$ cat config.mk
export PLATFORM = sky130hd
export DESIGN_NAME = integer_to_ascii_formatter_flat
export DESIGN_NICKNAME = d
export VERILOG_FILES = /design/src/rtl/ita_pkg.sv /design/src/rtl/ita_if.sv /design/src/rtl/integer_to_ascii_formatter.sv /design/src/rtl/ita_front.sv /design/src/rtl/ita_fifo.sv /design/src/rtl/ita_back.sv /design/src/flat_wrapper.sv
export SDC_FILE = /design/constraint.sdc
export NUM_CORES = 2
export LEC_CHECK = 0
export CORE_MARGIN = 2
export CORE_UTILIZATION = 25
export DETAILED_ROUTE_END_ITERATION = 6
export DONT_BUFFER_PORTS = 1
export SYNTH_ARGS = -nofsm -noshare
export SYNTH_HDL_FRONTEND = slang
export SYNTH_SLANG_ARGS = --single-unit
$ cat constraint.sdc
create_clock -name clk_i -period 8.8 [get_ports clk_i]
set_input_delay 0.44 -clock clk_i [delete_from_list [all_inputs] [get_ports clk_i]]
set_output_delay 0.44 -clock clk_i [all_outputs]
set_load 0.01 [all_outputs]
$ cat src/rtl/ita_pkg.sv
// Shared types, constants and helpers for the integer to ASCII formatter.
`timescale 1ns / 1ps
package ita_pkg;

  // Operation codes carried with each number.
  typedef enum logic [1:0] {
    OpSignedDec   = 2'd0,
    OpUnsignedDec = 2'd1,
    OpHex         = 2'd2
  } ita_op_e;

  localparam int HexDigits  = 16;
  localparam int MaxDigits  = 16;
  localparam int CntW       = $clog2(MaxDigits + 1);
  localparam int DigIdxW    = $clog2(MaxDigits);
  localparam int QueueDepth = 2;
  localparam int QPtrW      = $clog2(QueueDepth);
  localparam int QCntW      = $clog2(QueueDepth + 1);

  localparam logic [7:0]  ChZero    = 8'h30;
  localparam logic [7:0]  ChLetterA = 8'h61;
  localparam logic [7:0]  ChMinus   = 8'h2d;
  localparam logic [3:0]  DecBase   = 4'd10;
  // Reciprocal of ten, scaled by two to the 35th.
  localparam logic [31:0] RecipTen  = 32'hcccc_cccd;

  // One classified number waiting for conversion.
  typedef struct packed {
    logic        hex;
    logic        neg;
    logic [63:0] value;
  } ita_entry_t;

  typedef struct packed {
    logic       valid;
    ita_entry_t entry;
  } ita_push_t;

  typedef struct packed {
    logic       valid;
    ita_entry_t entry;
  } ita_head_t;

  function automatic logic [7:0] ita_char(logic [3:0] dig);
    logic [7:0] ch;
    if (dig < DecBase) begin
      ch = ChZero + {4'd0, dig};
    end else begin
      ch = ChLetterA + {4'd0, dig - DecBase};
    end
    return ch;
  endfunction

endpackage

$ cat src/rtl/ita_if.sv
// Valid/ready channel interfaces for numbers in and characters out.
`timescale 1ns / 1ps
interface ita_in_if;
  logic        valid;
  logic        ready;
  logic [1:0]  operation;
  logic [63:0] number;

  modport source (output valid, output operation, output number, input ready);
  modport sink (input valid, input operation, input number, output ready);
endinterface

interface ita_out_if;
  logic       valid;
  logic       ready;
  logic [7:0] character;
  logic       last;

  modport source (output valid, output character, output last, input ready);
  modport sink (input valid, input character, input last, output ready);
endinterface

$ cat src/rtl/integer_to_ascii_formatter.sv
// Top level of the integer to ASCII text formatter.
//
// Usage: numbers enter on in_i with an operation code (signed decimal and
// unsigned decimal of the low 32 bits, or lower-case hex of all 64 bits);
// characters leave on out_o, most significant digit first, with last set on
// the final beat of each number. An unused operation code is taken and dropped.
// The front end queues up to two numbers. The converter takes a number from
// the queue, then writes one digit per step: for hex it shifts out a nibble,
// for decimal it does a 32 by 32 reciprocal multiply, then the quotient and
// remainder step. It then sends one character per beat, sign included, and
// finishes a number's text before it takes the next from the queue. Once the
// digits are complete, the sign or emit state loads the output register.
// Reset clears the queue, the converter state and the output valid flag.
// When the receiver stalls, the output register holds its beat, the converter
// waits, and the queue fills until in_i.ready drops.
`timescale 1ns / 1ps
module integer_to_ascii_formatter import ita_pkg::*; (
  input  logic      clk_i,
  input  logic      rst_ni,
  ita_in_if.sink    in_i,
  ita_out_if.source out_o
);

  ita_push_t push;
  ita_head_t head;
  logic      full;
  logic      pop;

  ita_front u_front (
    .in_i   (in_i),
    .full_i (full),
    .push_o (push)
  );

  ita_fifo u_fifo (
    .clk_i  (clk_i),
    .rst_ni (rst_ni),
    .push_i (push),
    .pop_i  (pop),
    .full_o (full),
    .head_o (head)
  );

  ita_back u_back (
    .clk_i  (clk_i),
    .rst_ni (rst_ni),
    .head_i (head),
    .pop_o  (pop),
    .out_o  (out_o)
  );

`ifndef NO_ASSERTIONS
  a_no_push_when_full: assert property (
    @(posedge clk_i) disable iff (!rst_ni) push.valid |-> !full
  ) else $error("queue written while full");

  a_pop_needs_entry: assert property (
    @(posedge clk_i) disable iff (!rst_ni) pop |-> head.valid
  ) else $error("converter took an entry from an empty queue");

  a_unused_op_dropped: assert property (
    @(posedge clk_i) disable iff (!rst_ni)
    (in_i.valid && in_i.ready && !(in_i.operation == OpSignedDec ||
     in_i.operation == OpUnsignedDec || in_i.operation == OpHex)) |-> !push.valid
  ) else $error("unused operation code reached the queue");

  a_pop_clears_full: assert property (
    @(posedge clk_i) disable iff (!rst_ni) (full && pop) |=> !full
  ) else $error("queue stayed full after a pop with no room for a push");
`endif

endmodule

$ cat src/rtl/ita_front.sv
// Front end: accepts numbers, picks the operand and sign, and queues them.
`timescale 1ns / 1ps
module ita_front import ita_pkg::*; (
  ita_in_if.sink    in_i,
  input  logic      full_i,
  output ita_push_t push_o
);

  logic [31:0] low_w;

  assign low_w     = in_i.number[31:0];
  assign in_i.ready = !full_i;

  always_comb begin
    push_o.valid       = 1'b0;
    push_o.entry.hex   = 1'b0;
    push_o.entry.neg   = 1'b0;
    push_o.entry.value = {32'd0, low_w};
    unique case (in_i.operation)
      OpSignedDec: begin
        push_o.valid = in_i.valid && !full_i;
        // The magnitude is taken as unsigned, so the most negative value fits.
        if (low_w[31]) begin
          push_o.entry.neg   = 1'b1;
          push_o.entry.value = {32'd0, 32'd0 - low_w};
        end
      end
      OpUnsignedDec: begin
        push_o.valid = in_i.valid && !full_i;
      end
      OpHex: begin
        push_o.valid       = in_i.valid && !full_i;
        push_o.entry.hex   = 1'b1;
        push_o.entry.value = in_i.number;
      end
      default: begin
        // An unused code is taken and dropped without output.
        push_o.valid = 1'b0;
      end
    endcase
  end

endmodule

$ cat src/rtl/ita_fifo.sv
// Short queue between the front end and the converter.
`timescale 1ns / 1ps
module ita_fifo import ita_pkg::*; (
  input  logic      clk_i,
  input  logic      rst_ni,
  input  ita_push_t push_i,
  input  logic      pop_i,
  output logic      full_o,
  output ita_head_t head_o
);

  ita_entry_t             mem_q [QueueDepth];
  logic [QPtrW-1:0]       wr_ptr_q, wr_ptr_d;
  logic [QPtrW-1:0]       rd_ptr_q, rd_ptr_d;
  logic [QCntW-1:0]       cnt_q, cnt_d;
  logic                   do_push, do_pop;

  assign full_o       = (cnt_q == QCntW'(QueueDepth));
  assign head_o.valid = (cnt_q != '0);
  assign head_o.entry = mem_q[rd_ptr_q];
  assign do_push      = push_i.valid && !full_o;
  assign do_pop       = pop_i && head_o.valid;

  always_comb begin
    wr_ptr_d = wr_ptr_q;
    rd_ptr_d = rd_ptr_q;
    cnt_d    = cnt_q;
    if (do_push) begin
      wr_ptr_d = (wr_ptr_q == QPtrW'(QueueDepth - 1)) ? '0 : wr_ptr_q + 1'b1;
    end
    if (do_pop) begin
      rd_ptr_d = (rd_ptr_q == QPtrW'(QueueDepth - 1)) ? '0 : rd_ptr_q + 1'b1;
    end
    if (do_push && !do_pop) begin
      cnt_d = cnt_q + 1'b1;
    end else if (do_pop && !do_push) begin
      cnt_d = cnt_q - 1'b1;
    end
  end

  always_ff @(posedge clk_i or negedge rst_ni) begin
    if (!rst_ni) begin
      wr_ptr_q <= '0;
      rd_ptr_q <= '0;
      cnt_q    <= '0;
    end else begin
      wr_ptr_q <= wr_ptr_d;
      rd_ptr_q <= rd_ptr_d;
      cnt_q    <= cnt_d;
    end
  end

  always_ff @(posedge clk_i) begin
    if (do_push) begin
      mem_q[wr_ptr_q] <= push_i.entry;
    end
  end

endmodule

$ cat src/rtl/ita_back.sv
// Converter: splits the value into digits, then sends the text one beat at a time.
`timescale 1ns / 1ps
module ita_back import ita_pkg::*; (
  input  logic      clk_i,
  input  logic      rst_ni,
  input  ita_head_t head_i,
  output logic      pop_o,
  ita_out_if.source out_o
);

  typedef enum logic [5:0] {
    StIdle = 6'b000001,
    StMul  = 6'b000010,
    StDiv  = 6'b000100,
    StHex  = 6'b001000,
    StSign = 6'b010000,
    StEmit = 6'b100000
  } state_e;

  state_e            state_q, state_d;
  logic [63:0]       val_q, val_d;
  logic [63:0]       prod_q, prod_d;
  logic              neg_q, neg_d;
  logic [CntW-1:0]   cnt_q, cnt_d;
  logic [CntW-1:0]   cnt_m1;
  logic [3:0]        dig_q [MaxDigits];
  logic              dig_we;
  logic [3:0]        dig_wdata;
  logic [28:0]       quot;
  logic [31:0]       rem;
  logic              out_valid_q, out_valid_d;
  logic [7:0]        out_char_q, out_char_d;
  logic              out_last_q, out_last_d;
  logic              out_free;

  assign out_free        = !out_valid_q || out_o.ready;
  assign out_o.valid     = out_valid_q;
  assign out_o.character = out_char_q;
  assign out_o.last      = out_last_q;
  assign cnt_m1          = cnt_q - 1'b1;

  // Quotient by ten from the registered reciprocal product.
  assign quot = prod_q[63:35];
  assign rem  = val_q[31:0] - ({quot, 3'd0} + {2'd0, quot, 1'b0});

  always_comb begin
    state_d     = state_q;
    val_d       = val_q;
    prod_d      = prod_q;
    neg_d       = neg_q;
    cnt_d       = cnt_q;
    pop_o       = 1'b0;
    dig_we      = 1'b0;
    dig_wdata   = val_q[3:0];
    out_valid_d = out_valid_q && !out_o.ready;
    out_char_d  = out_char_q;
    out_last_d  = out_last_q;
    unique case (state_q)
      StIdle: begin
        if (head_i.valid) begin
          pop_o   = 1'b1;
          val_d   = head_i.entry.value;
          neg_d   = head_i.entry.neg;
          cnt_d   = '0;
          state_d = head_i.entry.hex ? StHex : StMul;
        end
      end
      StMul: begin
        prod_d  = {32'd0, val_q[31:0]} * {32'd0, RecipTen};
        state_d = StDiv;
      end
      StDiv: begin
        dig_we    = 1'b1;
        dig_wdata = rem[3:0];
        val_d     = {35'd0, quot};
        cnt_d     = cnt_q + 1'b1;
        if (quot == '0) begin
          state_d = neg_q ? StSign : StEmit;
        end else begin
          state_d = StMul;
        end
      end
      StHex: begin
        dig_we    = 1'b1;
        dig_wdata = val_q[3:0];
        val_d     = {4'd0, val_q[63:4]};
        cnt_d     = cnt_q + 1'b1;
        if ((val_q[63:4] == '0) || (cnt_q + 1'b1 == CntW'(HexDigits))) begin
          state_d = StEmit;
        end
      end
      StSign: begin
        if (out_free) begin
          out_valid_d = 1'b1;
          out_char_d  = ChMinus;
          out_last_d  = 1'b0;
          state_d     = StEmit;
        end
      end
      StEmit: begin
        if (out_free) begin
          out_valid_d = 1'b1;
          out_char_d  = ita_char(dig_q[cnt_m1[DigIdxW-1:0]]);
          out_last_d  = (cnt_q == CntW'(1));
          cnt_d       = cnt_m1;
          if (cnt_q == CntW'(1)) begin
            state_d = StIdle;
          end
        end
      end
      default: begin
        state_d = StIdle;
      end
    endcase
  end

  always_ff @(posedge clk_i or negedge rst_ni) begin
    if (!rst_ni) begin
      state_q     <= StIdle;
      out_valid_q <= 1'b0;
      cnt_q       <= '0;
    end else begin
      state_q     <= state_d;
      out_valid_q <= out_valid_d;
      cnt_q       <= cnt_d;
    end
  end

  always_ff @(posedge clk_i) begin
    val_q      <= val_d;
    prod_q     <= prod_d;
    neg_q      <= neg_d;
    out_char_q <= out_char_d;
    out_last_q <= out_last_d;
    if (dig_we) begin
      dig_q[cnt_q[DigIdxW-1:0]] <= dig_wdata;
    end
  end

endmodule

$ cat src/flat_wrapper.sv
// flat-port wrapper written by rule: the top's interface ports become plain ports
module integer_to_ascii_formatter_flat import ita_pkg::*;
  (clk_i, rst_ni, in_i_valid, in_i_operation, in_i_number, in_i_ready, out_o_valid, out_o_character, out_o_last, out_o_ready);
  ita_in_if in_i_i ();
  ita_out_if out_o_i ();
  input  logic clk_i;
  input  logic rst_ni;
  input wire logic [$bits(in_i_i.valid)-1:0] in_i_valid;
  input wire logic [$bits(in_i_i.operation)-1:0] in_i_operation;
  input wire logic [$bits(in_i_i.number)-1:0] in_i_number;
  output wire logic [$bits(in_i_i.ready)-1:0] in_i_ready;
  output wire logic [$bits(out_o_i.valid)-1:0] out_o_valid;
  output wire logic [$bits(out_o_i.character)-1:0] out_o_character;
  output wire logic [$bits(out_o_i.last)-1:0] out_o_last;
  input wire logic [$bits(out_o_i.ready)-1:0] out_o_ready;
  assign in_i_i.valid = in_i_valid;
  assign in_i_i.operation = in_i_operation;
  assign in_i_i.number = in_i_number;
  assign in_i_ready = in_i_i.ready;
  assign out_o_valid = out_o_i.valid;
  assign out_o_character = out_o_i.character;
  assign out_o_last = out_o_i.last;
  assign out_o_i.ready = out_o_ready;
  integer_to_ascii_formatter u_core (.clk_i(clk_i), .rst_ni(rst_ni), .in_i(in_i_i), .out_o(out_o_i));
endmodule
==> impl_metrics.ini <==
[synth]
syn_inst = 2770
synth_seq_cells = 313
ys_async_sr_fraction_pct = 5.112
syn_nets = 3602
synthFlopType = edfxtp_1
yosys_warnings = 0
synth_area_per_cell_um2 = 11.20
synth-seq-area-share_pct = 30.03
syn_area_um2 = 31040
synth.distinct_cells = 67
synth_edf_count = 297

[setup_path]
crit_path_end_kind = flip-flop
worstPathRequired_ps = 9150
worstSetupStartpoint = u_core.u_back.val_q[19]
cp_max_fo = 7
start_kind = flip-flop
r2r_slack_ps = 340
r2r_start = u_core.u_back.val_q[19]
critical_path_class = reg -> reg
crit_arrival_ps = 8800

[final_layout]
area_delta_synth_final_pct = 10.62
seqCellArea_um2 = 9326
multi_input_area_um2 = 19210
n_antenna_cell = 0
nNetsFinal = 3614
final_cells = 4445
nFillCells = 12843
fin_util_pct = 27.81
drive_above_1_share_pct = 5.449
final_common_cell = inv_1
final_cell_mix = inv_1 (602), fa_1 (387), ha_1 (374)

[floorplanning]
start_util_pct = 25.14
fp.coreArea_um2 = 123500
rows = 129
dieWidth_um = 356.3
die_y_um = 356.3
dieArea_um2 = 127000
num_io_pins = 81

[sta]
rsz0062_at_grt = false
setup_violations = 0
setup_ws_ps = 344.9
slew_violations = 0
finClkSkew_ps = 26.80
whs_ps = 93.94
post-route-min-period_ps = 8455
slew_headroom_pct = 24.33
worst_pin_slew_ps = 1135
final_hold_viol_count = 0
finalCritPeriodShare_pct = 96.08
fmax_ghz = 0.1183

[global_routing]
grt_pass1_wl_mm = 132.9
grt_pass1_vias = 21204
antenna_found_initial = 0
grt_usage_pct = 13.86
grt-ovfl-total = 0
grt_max_degree = 81

[place]
place_congestion = 0.9490
dp_hpwl_mm = 73.87
dp_slack_ps = -201.7
numPlacedInstances = 4374
io_buffers = 0

[worst_hold_path]
hold_class = in -> reg
min_from = out_o_ready

[cts]
cts_buffers = 36
clk_latency_ps = 550
h-tree-depth = 2
clock_tree.buffer_depth = 3
cts_tree = built
cts_root_buffer = clkbuf_16
clk_pin_slew_ps = 70
cts_sinks = 313

[route]
dr.pass1.iters = 7
detail-route-antenna-nets = 0
route.layer.met1.wl_mm = 39.03
drt-vias-per-instance = 4.524
wl_per_cell_um = 19.70
met2WireLength_mm = 41.45
dr_wl_met3_mm = 4.734
remaining_drc_errors = 0
vias = 20108
route.top_layer_used = met4
wirelength_mm = 87.57
drtIter0Drc = 1440

[run_status]
status = completed

[run]
drv_cap = 0
## per-layer routing
layer,up-vias,track usage (%)
met1,10198,18.91
li1,9255,-
met2,551,22.84
met4,0,3.705
met5,-,0
met3,104,2.097
## sequential cells by signal (all words and copies together), names as in the netlist
name,flops
u_core.u_back.neg_q,1
u_core.u_fifo.mem_q,132
u_core.u_back.dig_q,64
u_core.u_back.state_q,6
u_core.u_fifo.cnt_q,2
u_core.u_back.prod_q,29
u_core.u_back.out_o.last,1
u_core.u_fifo.rd_ptr_q,1
u_core.u_back.cnt_q,5
u_core.u_fifo.wr_ptr_q,1
u_core.u_back.out_o.valid,1
u_core.u_back.val_q,64
u_core.u_back.out_o.character,6
## Yosys cell counts (15+ instances only)
cell      number  area share (%)
inv_1        602             7.3
fa_1         387              25
ha_1         375              15
edfxtp_1     297              29
a21oi_1      134             2.2
nand2_1      125             1.5
nor2_1        81            0.98
mux2i_1       68             2.2
xnor2_1       66             1.9
clkbuf_1      65            0.79
o31ai_1       61             1.5
o21ai_0       56            0.90
xor2_1        49             1.4
and2_1        44            0.89
nor3_1        37            0.60
nand3_1       32            0.52
nand2b_1      29            0.58
a21o_1        23            0.56
nand4_1       21            0.42
a221oi_1      19            0.54
mux4_2        19             1.4
nor4_1        18            0.36
o22ai_1       18            0.36
dfrtp_1       15             1.2
## stage by stage
step,TNS [ps],instance area (um2)
2_1_floorplan,0,31040
3_3_place_gp,-134.8,33170
3_5_place_dp,-312.5,33170
4_1_cts,0,34280
5_1_grt,0,34330
6_report,0,34330
## area by class of cell
class / count / area share [%]
clock buffer: 43 / 2.700
clock inverter: 21 / 0.4701
tap: 1637 / 5.966
timing repair buffer: 52 / 1.152
multi-input combinational: 1777 / 55.97
inverter: 602 / 6.582
sequential: 313 / 27.16
## cell families (layout without fill, tap and decap cells)
family / count (synthesis) / after routing / share of synthesized area (%)
AO/OA/AOI/OAI: 372 / 372 / 7.664
XOR/XNOR: 115 / 115 / 3.245
buffers and inverters: 680 / 718 / 8.256
multiplexers: 90 / 90 / 3.681
other: 2 / 2 / 0.02420
AND/OR/NAND/NOR: 436 / 436 / 7.019
flip-flops: 313 / 313 / 30.03
adder cells (fa/ha/maj): 762 / 762 / 40.08
## worst paths after layout
path / endpoint / cells past startpoint
setup / recovery: u_core.u_back.prod_q[58] / 25
hold / removal: u_core.u_back.out_o.valid / 2
setup reg to reg: u_core.u_back.prod_q[58] / 25
hold reg to reg: u_core.u_fifo.cnt_q[1] / 1
max in group asynchronous: u_core.u_fifo.rd_ptr_q / 1
min in group asynchronous: u_core.u_back.cnt_q[1] / 1
## critical path, stage by stage, from the launching register on
cell and delay (ps):
edfxtp_1 610, inv_1 130, ha_1 480, inv_1 140, fa_1 500, inv_1 50, fa_1 500, inv_1 60
fa_1 500, inv_1 60, fa_1 450, fa_1 450, fa_1 550, inv_1 60, fa_1 480, inv_1 50
ha_1 470, and3_1 410, nand2_1 150, a2111oi_1 490, a211oi_1 230, buf_4 230, nor3_2 350, o22ai_1 290
o21a_1 280, o311ai_0 280
## what timing repair did
item	CTS	global route
hold endpoints to repair	18	0
resized for setup	1	2
setup endpoints to repair	3	6
hold buffers	2	0
buffers inserted	0	5
Power is left out: the tool's default activity adds up to more than one toggle a clock period on the data nets, which glitch-free logic cannot reach.
